==> src/rtl/c3_pkg.sv <==
// Shared types and codes for the 3x3 convolution block.
// No dependencies; c3_mac and the top level import this package.
`timescale 1ns / 1ps

package c3_pkg;

    localparam logic [1:0] ACT_WEIGHT  = 2'd0;
    localparam logic [1:0] ACT_BIAS    = 2'd1;
    localparam logic [1:0] ACT_PIXEL   = 2'd2;
    localparam logic [1:0] ACT_COMPUTE = 2'd3;

    localparam logic [1:0] CFG_IMG_HEIGHT   = 2'd0;
    localparam logic [1:0] CFG_IMG_WIDTH    = 2'd1;
    localparam logic [1:0] CFG_IN_CHANNELS  = 2'd2;
    localparam logic [1:0] CFG_OUT_CHANNELS = 2'd3;

    localparam int KTAPS   = 9;
    localparam int VAL_W   = 16;
    localparam int PROD_W  = 32;
    localparam int OUT_W   = 15;
    localparam int OUT_MAX = 32767;

    typedef enum logic [3:0] {
        ST_IDLE  = 4'b0001,
        ST_RUN   = 4'b0010,
        ST_DRAIN = 4'b0100,
        ST_DONE  = 4'b1000
    } t_state;

    // One issued tap: valid, zero padding, and accumulator clear.
    typedef struct packed {
        logic valid;
        logic pad;
        logic clear;
    } t_mac_ctl;

endpackage

==> src/rtl/c3_mac.sv <==
// Multiply-accumulate pipeline: one tap per cycle, product then accumulate.
// Depends on c3_pkg; data arrives from the stores in the cycle after the issue.
`timescale 1ns / 1ps

module c3_mac
    import c3_pkg::*;
#(
    parameter int ACC_W = 42
) (
    input  logic                    i_clk,
    input  logic                    i_rst_n,
    input  t_mac_ctl                i_ctl,
    input  logic signed [VAL_W-1:0] i_weight,
    input  logic signed [VAL_W-1:0] i_pixel,
    output logic signed [ACC_W-1:0] o_acc,
    output logic                    o_busy
);
    t_mac_ctl                 r_s1;
    logic                     r_s2_valid;
    logic signed [PROD_W-1:0] r_prod;
    logic signed [ACC_W-1:0]  r_acc;
    logic signed [VAL_W-1:0]  w_pix;

    assign w_pix = r_s1.pad ? '0 : i_pixel;

    always_ff @(posedge i_clk) begin
        if (!i_rst_n) begin
            r_s1       <= '0;
            r_s2_valid <= 1'b0;
        end else begin
            r_s1       <= i_ctl;
            r_s2_valid <= r_s1.valid;
        end
    end

    always_ff @(posedge i_clk) begin
        r_prod <= i_weight * w_pix;
        if (i_ctl.clear) begin
            r_acc <= '0;
        end else if (r_s2_valid) begin
            r_acc <= r_acc + ACC_W'(r_prod);
        end
    end

    assign o_acc  = r_acc;
    assign o_busy = r_s1.valid | r_s2_valid;

    assert property (@(posedge i_clk) disable iff (!i_rst_n)
        i_ctl.clear |-> !o_busy)
        else $error("accumulator cleared while taps are in flight");
    assert property (@(posedge i_clk) disable iff (!i_rst_n)
        r_s1.valid |=> r_s2_valid)
        else $error("tap lost between pipeline stages");
    assert property (@(posedge i_clk) disable iff (!i_rst_n)
        r_s2_valid |-> $past(r_s1.valid))
        else $error("product stage valid without an issued tap");
endmodule

==> config.mk <==
export PLATFORM = sky130hd
export DESIGN_NAME = c3_mac
export DESIGN_NICKNAME = d
export VERILOG_FILES = /design/src/rtl/c3_pkg.sv /design/src/rtl/c3_mac.sv
export SDC_FILE = /design/constraint.sdc
export NUM_CORES = 1
export LEC_CHECK = 0
export ABC_AREA = 1
export BUFFER_PORTS_ARGS = -buffer_cell sky130_fd_sc_hd__buf_2
export CORE_MARGIN = 2
export CORE_UTILIZATION = 45
export DETAILED_ROUTE_END_ITERATION = 6
export GPL_TIMING_DRIVEN = 0
export SYNTH_ARGS = -nofsm -noshare
export SYNTH_HDL_FRONTEND = slang
export SYNTH_SLANG_ARGS = --single-unit
==> constraint.sdc <==
create_clock -name i_clk -period 7.05 [get_ports i_clk]
set_input_delay 0.3525 -clock i_clk [delete_from_list [all_inputs] [get_ports i_clk]]
set_output_delay 0.3525 -clock i_clk [all_outputs]
set_load 0.03 [all_outputs]
==> After elaboration in Yosys (flattened, before gate mapping) <==
Cells that the tools add are included.
{ "totals": {"ff_bits": 77, "latchBits": 0, "ram_bits": 0, "rom_bits": 0, "wordCells": 9, "n_memories": 0} }
{ "classes": {"addsub": 1, "mul": 1, "div_mod_pow": 0, "n_lt_le_gt_ge": 0, "n_eq_ne": 0, "shift": 0, "muxes": 1, "n_bitwise": 1, "n_reduce_logical": 0} }
{ "ops": {"columns": ["operator", "n"], "rows": [
  ["adder 42 x 32 -> 42 bit", 1],
  ["multiplier 16 x 16 -> 32 bit", 1],
  ["two-way mux 16 bit", 1],
  ["OR 1 bit", 1]
]} }

==> Longest topological paths before layout <==
{ "depth": {"word_depth": 2, "depth_mapped": 26, "depth_no_buf": 25} }

==> Worst setup path after synthesis <==
OpenSTA, ideal clock, no wires.
{ "synth_path": {"path_type": "reg-to-reg", "start": "reg r_s1[1] (netlist name)", "end": "reg r_prod[31]", "arrival_time_ns": 5.766, "required_ns": 6.938, "path_slack_ns": 1.172, "path_stages_with_launch": 21, "n_path_buf": 1, "synth_period_minus_slack_ns": 5.878, "cell_sequence": "dfxtp_1 -> clkinv_1 -> clkbuf_1 -> nand2_1 -> nor2_1 -> fa_1 -> fa_1 -> fa_1 -> fa_1 -> inv_1 -> fa_1 -> inv_1 -> fa_1 -> ha_1 -> inv_1 -> nor3_1 -> nand2_1 -> or2_2 -> nand2_1 -> nand3b_1 -> nand2_1"} }
{ "synth_between": {"elab_chain_len": 2} }
{ "synth_rtl": {"columns": ["element", "line_no", "rtl"], "rows": [
  ["from (decl)", "c3_mac.sv:18", "t_mac_ctl r_s1;"],
  ["from (signal assigned)", "c3_mac.sv:31", "r_s1 <= i_ctl;"],
  ["two-way mux 16 bit", "c3_mac.sv:24", "assign w_pix = r_s1.pad ? '0 : i_pixel;"],
  ["multiplier 16 x 16 -> 32 bit", "c3_mac.sv:37", "r_prod <= i_weight * w_pix;"],
  ["to (signal assigned)", "c3_mac.sv:37", null],
  ["to (decl)", "c3_mac.sv:20", "logic signed [PROD_W-1:0] r_prod;"]
]} }
Every way passes these cells.
A chain may end at the register's enable or synchronous reset.

==> Final worst setup path <==
Same ends and word-level chain as after synthesis.

==> summary.md <==
| Metric | Value |
|---|---|
| Status | finished clean |
| Warnings, synthesis | 0 |
| Layout cells sized above 1 | 0.0586 |
| Syn-to-layout area delta | 8.06% |
| Synthesized area | around 15000 um^2 |
| Hold WS | around 190 ps |
| Main synth FF type | dfxtp_1 |
| Initial antenna violation count | 1 |
| Initial core utilization | 0.458 |
| Highest metal used | met4 |
| Final Skew | 14.0 ps |
| Die Ht | 189 um |
| #FFs+latches synth | 77 |
| DR iter-0 viols | 800 |
| CTS clk-pin slew, worst paths | 70 ps |
| CTS tree | yes |
| Largest net degree at the start of global routing | 16 |
| Post-CTS Setup Inserts | 0 |
| Synth Instances | 2119 |
| Clk_lat worst skew | 350 ps |
| Startpoint Class | flop |
| # clock sinks | 77 |
| DR pass1 iterations | 5 |
| Synth Area in XOR/XNOR | 0.0307 |
| Worst flop-to-flop path endpoint | r_prod[31] |
| Vias in the first global route | 13955 |
| Top cell type's share of synthesized area | 0.342 |
| Total global-route track usage | 0.274 |
| Worst slew pin tran | about 740 ps |
| Global-route wire length before repair | 74900 um |
| R2R setup slack | approximately 370 ps |
| Total gr overflow | 0 |
| Via count | between 10000 and 15000 |
| Post-Syn Nets | 2542 |
| Vias/cell | 5.11 |
| IO Pins | 80 |
| Final #Nets | 2621 |
| Core ar. | between 30000 and 40000 um^2 |
| Hold-fix buffers at CTS | 0 |
| Synth Area in Compound Gates | 0.0655 |
| Number of synthesized flops with an enable pin | 0 |
| Post-Synth Adder-Cell Area | 0.442 |
| Hold path depth | 3 |
| Final HPWL DP | 40400 um |
| Die area | 35700 um^2 |
| Slew headroom | 0.507 |
| Simple-gate share of the synthesized area | 0.228 |
| # rows | 67 |
| RR Startpoint | r_s1[1] |
| Min-Delay Path Class | in2reg |
| Post-Route Utilization | 0.495 |
| H-tree Lvls | 3 |
| Largest family of logic cells by synthesized area | adder cells |
| CTS Buffer Depth | 2 |
| Critical Path AT | around 7000 ps |
| Max-cap violations | 0 |
| Final WL | between 40000 and 50000 um |
| Hold path startpoint | i_ctl[1] |
| CP max FO | 10 |
| Netlist cell types | 43 |
| Post_cts resized | 8 |
| WL met3 | 2740 um |
| Routed WL per cell | 17.5 um |
| RSZ-0062 raised after global routing | no |
| Final worst path period share | 0.947 |
| Clk Tree Root Cell | clkbuf_16 |
| Met2 wire len | around 22000 um |
| Ys async rst share | 0 |
| GPL Wtd Cong | between 0.9 and 1 |
| Port buffer count | 70 |
| Final slew viol count | 0 |
| Most area-consuming cells after synthesis | fa_1 34%, inv_1 12%, nand2_1 11%, dfxtp_1 10%, ha_1 10% |
| Mux cell area share after synthesis | 0 |
| Post-synth top area cell | fa_1 |
| Hold EP | r_s1[1] |
| DRC Markers | 0 |
| Sequential share of the synthesized area | 0.100 |
| Post-layout min period | 6680 ps |
| Final-report setup violation count | 0 |
| Crit Path Category | reg2reg |
| Wl on met1 | 20200 um |
| CP required | 7290 ps |
| Fmax | approximately 150 MHz |
| Antenna-violating nets left | 0 |
| Num CTS Buffers | 9 |
| FF-to-FF path depth | 20 |
| Die width | 189 um |
| CP endpoint kind | flop |
| Syn avg cell area | 7.26 um^2 |
| Fin. Hold Viols | 0 |
## worst max-delay path, cell delays in order, from the launching register on
cell and delay (ps):
dfxtp_1 320, clkinvlp_4 220, buf_2 370, nand2_2 290, nor2_1 330, fa_1 610, fa_2 810, fa_1 560
fa_1 540, inv_1 50, fa_1 470, inv_1 50, fa_1 440, ha_1 390, inv_1 80, nor3_1 390
nand2_1 80, or2_2 320, nand2_1 60, nand3b_1 100, nand2_1 50
## layer usage
layer  up-vias  GRT usage
met5         -          0
met2       348      0.465
li1       6445          -
met3        72     0.0397
met4         0     0.0898
met1      6680      0.360
## worst max path at each step
stage / from / to / cells after the start
2_1_floorplan: r_s1[1] / r_prod[31] / 20
3_3_place_gp: r_s1[1] / r_prod[27] / 19
3_5_place_dp: r_s1[1] / r_prod[27] / 19
4_1_cts: r_s1[1] / r_prod[27] / 19
5_1_grt: r_s1[1] / r_prod[31] / 20
6_report: r_s1[1] / r_prod[31] / 20
## Yosys cell counts, types with 3 or more instances
master	n
xnor2_1	20
dfxtp_1	77
a211oi_1	3
nand2_1	444
xor2_1	34
nand2_2	8
clkbuf_1	38
nor2_1	339
a21oi_1	77
nand3_1	61
o21ai_0	55
fa_1	263
o21ai_1	10
nor3_1	5
nand4_1	17
o21bai_1	11
ha_1	123
clkinv_1	8
inv_1	491
a31oi_1	3
## layout by cell type (no fill, tap or decap), types with 3 or more instances in the layout
| cell type | instances |
|---|---|
| o21bai_1 | 11 |
| clkbuf_1 | 31 |
| nor3_1 | 5 |
| xor2_1 | 34 |
| clkbuf_16 | 9 |
| fa_1 | 262 |
| inv_6 | 4 |
| o21ai_1 | 10 |
| buf_2 | 72 |
| a31oi_1 | 3 |
| nor2_2 | 3 |
| nand2_2 | 13 |
| o21ai_0 | 55 |
| a211oi_1 | 3 |
| a21oi_1 | 77 |
| nand4_1 | 17 |
| clkinv_1 | 6 |
| clkinvlp_4 | 3 |
| nor2_1 | 338 |
| nand3_1 | 61 |
| clkbuf_2 | 4 |
| ha_1 | 123 |
| inv_1 | 491 |
| xnor2_1 | 20 |
| dfxtp_1 | 77 |
| nand2_1 | 439 |
## stage by stage
stage | setup WS, ps | std cells | cell area, um^2 | TNS, ps
2_1_floorplan | 1170 | 2119 | 15400 | 0
3_3_place_gp | -296 | 2637 | 16300 | -1250
3_5_place_dp | -325 | 2637 | 16300 | -1390
4_1_cts | 14.9 | 2653 | 16600 | 0
5_1_grt | 10.9 | 2651 | 16600 | 0
6_report | 373 | 2652 | 16600 | 0
## cells by family after synthesis
logic type	after synthesis
DFF	77
adders and majority gates	386
buffers and inverters	541
and+or+nand+nor	886
AOI/OAI and AO/OA	175
xor gates and xnor gates	54
## area by class of cell
class | count | area (um^2)
Multi-Input combinational cell | 1501 | 11800
Antenna cell | 1 | 2.50
Timing Repair Buffer | 70 | 350
Clock inverter | 7 | 77.6
Buffer | 39 | 169
Tap cell | 448 | 561
Clock buffer | 9 | 225
Sequential cell | 77 | 1540
Inverter | 500 | 1880
Fill cell | 3474 | 17000
## registers in the layout, summed over array words and instances, names as in the netlist
signal      count
o_acc          42
r_s1            2
r_prod         32
r_s2_valid      1
Power is left out: the tool's default activity adds up to more than one toggle a clock period on the data nets, which glitch-free logic cannot reach.
