--- src/rtl/c3_ram.sv ---
// Generic single-write, single-read synchronous RAM with registered read data.
// Depends on nothing.
`timescale 1ns / 1ps

module c3_ram #(
    parameter int WIDTH = 16,
    parameter int DEPTH = 16,
    parameter int AW    = (DEPTH > 1) ? $clog2(DEPTH) : 1
) (
    input  logic             i_clk,
    input  logic             i_we,
    input  logic [AW-1:0]    i_waddr,
    input  logic [WIDTH-1:0] i_wdata,
    input  logic [AW-1:0]    i_raddr,
    output logic [WIDTH-1:0] o_rdata
);
    logic [WIDTH-1:0] r_mem [DEPTH];
    logic [WIDTH-1:0] r_rdata;

    always_ff @(posedge i_clk) begin
        if (i_we) begin
            r_mem[i_waddr] <= i_wdata;
        end
        r_rdata <= r_mem[i_raddr];
    end

    assign o_rdata = r_rdata;
endmodule

--- config.mk ---
export PLATFORM = sky130hd
export DESIGN_NAME = c3_ram
export DESIGN_NICKNAME = d
export VERILOG_FILES = /design/src/rtl/c3_ram.sv
export SDC_FILE = /design/constraint.sdc
export NUM_CORES = 1
export LEC_CHECK = 0
export BUFFER_PORTS_ARGS = -buffer_cell sky130_fd_sc_hd__buf_2
export CAP_MARGIN = 25
export CELL_PAD_IN_SITES_DETAIL_PLACEMENT = 1
export CELL_PAD_IN_SITES_GLOBAL_PLACEMENT = 1
export CORE_MARGIN = 2
export CORE_UTILIZATION = 58
export DETAILED_ROUTE_END_ITERATION = 10
export GPL_TIMING_DRIVEN = 0
export HOLD_SLACK_MARGIN = 0.15
export PLACE_DENSITY_LB_ADDON = 0.1
export SETUP_SLACK_MARGIN = 0.1
export SLEW_MARGIN = 20
export SYNTH_ARGS = -nofsm -noshare
export SYNTH_HDL_FRONTEND = slang
export SYNTH_SLANG_ARGS = --single-unit
--- constraint.sdc ---
create_clock -name i_clk -period 5.07 [get_ports i_clk]
set_input_delay 1.014 -clock i_clk [delete_from_list [all_inputs] [get_ports i_clk]]
set_output_delay 1.014 -clock i_clk [all_outputs]
set_load 0.05 [all_outputs]
---- Word-level counts from Yosys, hierarchy flattened ----
Memories as Yosys holds them, arrays and structs flattened. A register that Yosys moved wholly into a read port is not among the register bits.
Cells that the tools add are included.
Widths: inputs -> output; s select.
word-level totals
  bits in registers ....................... 0
  bits in latches ......................... 0
  memory bits (writable) .................. 256
  ROM bits ................................ 0
  input port bits ......................... 26
  output and inout bits ................... 16
  logic and storage cells ................. 3
  memories ................................ 1
memories
  memory  depth  bits a word  rd ports  clocked after Yosys merged registers in  wr ports  line  RTL
  r_mem   16     16           1         1                                        1         17    logic [WIDTH-1:0] r_mem [DEPTH];
cells by class
  add/sub/neg operators ................... 0
  $mul .................................... 0
  div/mod/pow operators ................... 0
  magnitude comparators ................... 0
  equal/unequal tests ..................... 0
  shift-type cells ........................ 0
  muxes and demuxes ....................... 2
  bitwise logic cells ..................... 0
  reductions and logical operators ........ 0
operator list
  operator  number
  $mux 1    2

---- Depth between registers and ports, before layout ----
Gate-level depths: netlist (run 1).
  depth in word-level cells ............... 2
  gate-level depth with buffers ........... 5
  depth with buffers taken out ............ 3

---- Worst setup path before layout (run 1) ----
OpenSTA, ideal clock, no wires.
  path kind ............................... in2reg
  from .................................... input port i_waddr[2]
  to ...................................... memory r_mem[0][0] (enable)
  library setup time ...................... 409 ps
  data arrival time ....................... 2,660 ps
  data required time ...................... 4,661 ps
  setup slack ............................. 2,001 ps
  stages on the path ...................... 2
  path buffers ............................ 0
  cell sequence ........................... or3b_2 > nor3_1
RTL lines
  item                line  RTL
  start: declaration  12    input logic [AW-1:0] i_waddr,
  end: declaration    17
No word-level cell before the write port.

==> impl_results.md, run 1 <==
* Initial antenna violation count at 0
* Setup violators final at 0
* Buf/Inv on CP at 2
* Fin crit share at 47.51%
* Crit-path max cell delay at 660 ps
* Crit start category: input pin
* Starting Density at 58.68%
* Remaining global-route overflow at 0
* Drt total wl at 22770 um
* Root buffer cell: clkbuf_16
* Arrival @ worst endpoint at 2810 ps
* Die H at 135.6 um
* Routed length per instance at 29.91 um
* Worst setup slack after layout at 2661 ps
* Crit Path Max Fanout at 10
* Post-synthesis cell count at 432
* # nets final at 542
* Syn_nets at 458
* Register bit total from synthesis at 272
* Layout cells sized above 1 at 33.02%
* Largest net degree at the start of global routing at 17
* Prevailing post-synth register cell: edfxtp_1
* Post-CTS Setup Bufs at 0
* Die ar. at 0.01838 mm^2
* Clock Latency Late Sink at 530 ps
* Status: finished, final reports clean
* Hold slack final at 691.0 ps
* Critical path type: input pin to register
* Chip width at 135.6 um
* Slew @ Worst Pin at 838.1 ps
* Drt drc at 0
* Layout Cells excl Fill at 761
* EDFF count, synth at 256
* Synth area leaders: edfxtp_1 77%, mux4_2 12%, dfxtp_1 3.2%
* Clock period minus worst slack at 2409 ps
* Distinct cell type count after synthesis at 19
* Tot GR Track Use at 26.45%
* # diodes at 0
* Max-cap violations at 0
* Crit path capture type: register
* Layout area overhead at 16.23%
* Placed cell area at 0.01078 mm^2
* Inst Count DP at 713
* Fmax at 415.2 MHz
* Global-route wire length before repair at 33940 um
* R2R Setup Slk at 3610 ps
* CTS Hold Bufs at 0
* Async set or reset register ratio after synthesis at 0%
* CTS H-Tree Depth at 1
* VDD IR max at 0.3589 mV
* Fin. Hold Viols at 0
* Core box area at 0.01712 mm^2
* Total CTS buffers at 26
* RSZ-0062 raised after global routing: no
* Via count at 4811
* Worst Path Required at 5470 ps
* IO Pins at 42
* Post-synth top cells: 256 x edfxtp_1, 54 x mux4_2, 32 x a22oi_1
* Resized cells post-CTS at 0
* Count leader, synth: edfxtp_1
* Number of vias per cell at 6.322
* Rows at 48
* RD Place Congestion at 0.6875
* CP delay by family, top: buffers and inverters
* Post-layout total power at 4.805 mW
* PwrDens at 411.7 mW/mm^2
* Largest area contributor in the netlist: edfxtp_1
* Rel. slew slack at 44.13%
* Area share of the largest cell type after synthesis at 76.54%
* Clk sinks at 272
* Port Buffers at 39
* Iter 0 DRT Violations at 412
* Fin area at 0.01167 mm^2
* Dpl ws at 2157 ps
* Slowest cell on crit path: buf_1
* Worst Skew at 15.38 ps
* Clk slew on worst S/H paths at 60 ps
* Avg Cell Area, Syn at 23.25 um^2
* Hold WC Path Type: register to register
* Post-route ant nets at 0
* Final setup TNS at 0 ps
* Clk buf depth at 3
* P_leak at 3.826 nW
* Post-synthesis sequential area ratio at 79.73%
* HPWL after detailed placement at 14710 um
* Vias in the first global route at 5244
* CTS tree: done
* DRT Pass-1 Iters at 5
* Crit-path cells: buf_2 -> buf_1 -> mux4_2 -> a22oi_1 -> nand2_1
* Synth Cell Area at 0.01004 mm^2
* Yosys warnings at 0
* Utilization after layout at 68.20%
* Max Slew Vio Count at 0
-- final cells by class --
cell class	count	area (um^2)
flip-flops and latches	272	8008
plain buffers	21	123.9
repair buffers	56	386.6
clock inverters	11	133.9
well taps	225	281.5
multi-input cells	139	1977
fillers	1352	5443
clock buffers	37	763.2
-- tightest hold or removal path, stage by stage (launching register included) --
cell      delay, ps
edfxtp_1        320
mux4_2          220
a22oi_1          60
nand2_1          70
-- report_power, final --
part	total [mW]	leakage [nW]	internal [mW]	switching (mW)
logic	0.287	0.949	0.0971	0.190
registers	2.53	2.45	2.51	0.0149
clock network	1.99	0.430	1.20	0.791
total	4.81	3.83	3.81	0.996
-- sequential cells by signal (all words and copies together), names as in the netlist --
register,flops
o_rdata,16
r_mem,256
-- placed cells by master (no fill, tap or decap), drive strengths merged --
cell type,count
clkbuf,45
and2,1
nor3,4
clkinv,5
dfxtp,16
buf,69
nand3b,2
or3b,1
edfxtp,256
bufinv,3
nand2b,2
clkinvlp,3
nand3,1
nor2b,2
nor2,13
nand2,17
a22oi,32
mux4,64
-- final timing paths --
path | from | end | cells past startpoint
setup / recovery | i_raddr[1] | o_rdata[9] | 5
hold reg to reg | r_mem[7][15] | o_rdata[15] | 3
hold / removal | r_mem[7][15] | o_rdata[15] | 3
setup reg to reg | r_mem[3][9] | o_rdata[9] | 3
-- cell families after synthesis --
| group | count (synthesis) | synth area share, % |
|---|---|---|
| AO/OA/AOI/OAI | 32 | 2.392 |
| flip-flops | 272 | 79.73 |
| multiplexers | 64 | 14.73 |
| buffers and inverters | 21 | 1.233 |
| AND/OR/NAND/NOR | 43 | 1.918 |
-- per-layer routing --
| layer | track usage, % | vias up | routed length, um |
|---|---|---|---|
| met3 | 3.704 | 45 | 1419 |
| li1 | - | 2016 | - |
| met5 | 0 | - | 0 |
| met4 | 7.928 | 0 | 516 |
| met1 | 37.35 | 2546 | 9313 |
| met2 | 43.91 | 204 | 11520 |
(Power assumes the default switching activity.)
==> inputs of run 2 (changes only) <==
--- a/config.mk
+++ b/config.mk
@@ -10,7 +10,7 @@
 export CELL_PAD_IN_SITES_DETAIL_PLACEMENT = 1
 export CELL_PAD_IN_SITES_GLOBAL_PLACEMENT = 1
 export CORE_MARGIN = 2
-export CORE_UTILIZATION = 58
+export CORE_UTILIZATION = 49
 export DETAILED_ROUTE_END_ITERATION = 10
 export GPL_TIMING_DRIVEN = 0
 export HOLD_SLACK_MARGIN = 0.15
==> constraint.sdc (replaced) <==
create_clock -name i_clk -period 2 [get_ports i_clk]
set_input_delay 0.4 -clock i_clk [delete_from_list [all_inputs] [get_ports i_clk]]
set_output_delay 0.4 -clock i_clk [all_outputs]
set_load 0.05 [all_outputs]
==> run 2 against run 1 <==
Clock skew fell by 5.9 ps. Cell area increased by 1.4%. Via count fell by 2.7%. Critical path depth unchanged. Final cell count up 6.0%. Combinational power increased to 2.5 times the previous value. Global-route usage decreased by 6.0 points. Sequential power rose to 2.5 times the previous value. Clock-buffer cell count shrank 1. Sequential share of layout area shrank 0.95 points. Register-to-register slack lost 3000 ps. Total power increased to 2.6 times the previous value. Critical endpoint unchanged. Largest power group unchanged.
==> impl_results.md, run 2 (same netlist as run 1, synthesis figures left out) <==
* VDD IR max at 0.7223 mV
* # diodes at 0
* Via count at 4681
* Crit Path Max Fanout at 10
* HPWL after detailed placement at 14420 um
* Multi-input gate area at 0.001987 mm^2
* Starting Density at 49.80%
* Routed length per instance at 26.44 um
* Core box area at 0.02017 mm^2
* Final setup TNS at 0 ps
* PwrDens at 1042 mW/mm^2
* Max Slew Vio Count at 0
* Fin. Hold Viols at 0
* Initial antenna violation count at 0
* Rel. slew slack at 41.34%
* Worst Skew at 9.484 ps
* Commonest cells after routing, fill and taps aside: 256 x edfxtp_1, 54 x mux4_2, 42 x buf_2, 32 x a22oi_1, 29 x clkbuf_16
* Fill count at 1696
* DRT Pass-1 Iters at 5
* Iter 0 DRT Violations at 368
* Root buffer cell: clkbuf_16
* Port Buffers at 39
* Number of vias per cell at 5.800
* Crit-path cells: buf_2 -> buf_1 -> mux4_2 -> a22oi_1 -> nand2_1
* Largest reg by FF count: r_mem
* Post-layout total power at 12.33 mW
* Rows at 52
* Fin crit share at 87.65%
* Hold slack final at 241.6 ps
* R2R Setup Slk at 570 ps
* Largest net degree at the start of global routing at 17
* CTS tree: done
* Clock period minus worst slack at 1753 ps
* Global-route wire length before repair at 32170 um
* Setup violators final at 0
* Layout cells sized above 1 at 33.33%
* Remaining global-route overflow at 0
* Crit path capture type: register
* Combinational group share of total power at 5.9%
* Die ar. at 0.02166 mm^2
* Psw at 2.522 mW
* # nets final at 543
* Max-cap violations at 0
* Sw Ratio at 20.45%
* Total CTS buffers at 28
* Resized cells post-CTS at 0
* IO Pins at 42
* Utilization after layout at 58.69%
* Post-route ant nets at 0
* Chip width at 147.2 um
* Critical path type: input pin to register
* CTS H-Tree Depth at 1
* RSZ-0062 raised after global routing: no
* Layout area overhead at 17.86%
* Slowest cell on crit path: buf_1
* Max reg flops at 256
* Clk buf depth at 3
* Flop pwr share at 51.9%
* Register Area at 0.008008 mm^2
* RD Place Congestion at 0.6780
* Fmax at 570.4 MHz
* Post-CTS Setup Bufs at 0
* Crit start category: input pin
* Status: finished, final reports clean
* Clock share of power at 42.2%
* Die H at 147.2 um
* Clk sinks at 272
* Tot GR Track Use at 20.41%
* Drt total wl at 21340 um
* Hold WC Path Type: input pin to register
* Buf/Inv on CP at 2
* Vias in the first global route at 5177
* CTS Hold Bufs at 0
* Drt drc at 0
* Slew @ Worst Pin at 879.8 ps
* Worst Path Required at 2400 ps
* Crit-path max cell delay at 690 ps
* Commonest non-fill, non-tap cell in the layout: edfxtp_1
* Arrival @ worst endpoint at 2160 ps
* Internal at 9.811 mW
* Clk slew on worst S/H paths at 60 ps
* CP delay by family, top: buffers and inverters
* P_leak at 3.881 nW
* Clock Latency Late Sink at 530 ps
## run 2: changes by cell type in the layout (fill, tap and decap cells not counted), sizes merged
cell / delta
buf: -2
clkinv: +4
clkinvlp: -2
bufinv: +1
## run 2: path summary, 6_finish.rpt
check	to	cells past startpoint	start
setup / recovery	o_rdata[9]	5	i_raddr[1]
hold / removal	r_mem[3][7]	1	i_wdata[7]
setup reg to reg	o_rdata[8]	3	r_mem[11][8]
hold reg to reg	o_rdata[9]	3	r_mem[11][9]
## run 2: power by group through the flow
stage / clock (mW) / sequential [mW] / combinational (mW)
detailed placement: 0 / 6.53 / 0.734
finish: 5.20 / 6.40 / 0.725
floorplan: 0 / 6.65 / 0.312
global route: 5.54 / 6.41 / 0.775
CTS: 5.30 / 6.41 / 0.736
global placement: 0 / 6.52 / 0.683
## run 2: per-stage QoR
step / instance area (um^2) / instances / setup WS [ps]
floorplan: 10070 / 432 / -35.00
global placement: 10600 / 741 / -868.1
detailed placement: 10880 / 756 / -400.8
global route: 11840 / 807 / 132.8
CTS: 11810 / 806 / 130.4
finish: 11840 / 807 / 247.0
## run 2: area by class of cell
| class | instances | area share (%) |
|---|---|---|
| Timing Repair Buffer | 55 | 3.784 |
| Buffer | 21 | 1.057 |
| Tap cell | 270 | 2.854 |
| Clock buffer | 36 | 6.437 |
| Sequential cell | 272 | 67.65 |
| Multi-Input combinational cell | 139 | 16.78 |
| Clock inverter | 14 | 1.437 |
## run 2: per-layer routing
metal / routed length [um] / GRT usage (%) / vias to the layer above
met2: 10460 / 32.71 / 105
li1: - / - / 2014
met3: 809 / 2.919 / 30
met4: 387 / 5.577 / 0
met1: 9682 / 30.03 / 2532
met5: 0 / 0 / -
## run 2: worst reg2reg max path, stage by stage, from the launching register on
cell and delay (ps):
edfxtp_1 370, mux4_2 480, a22oi_1 320, nand2_1 140
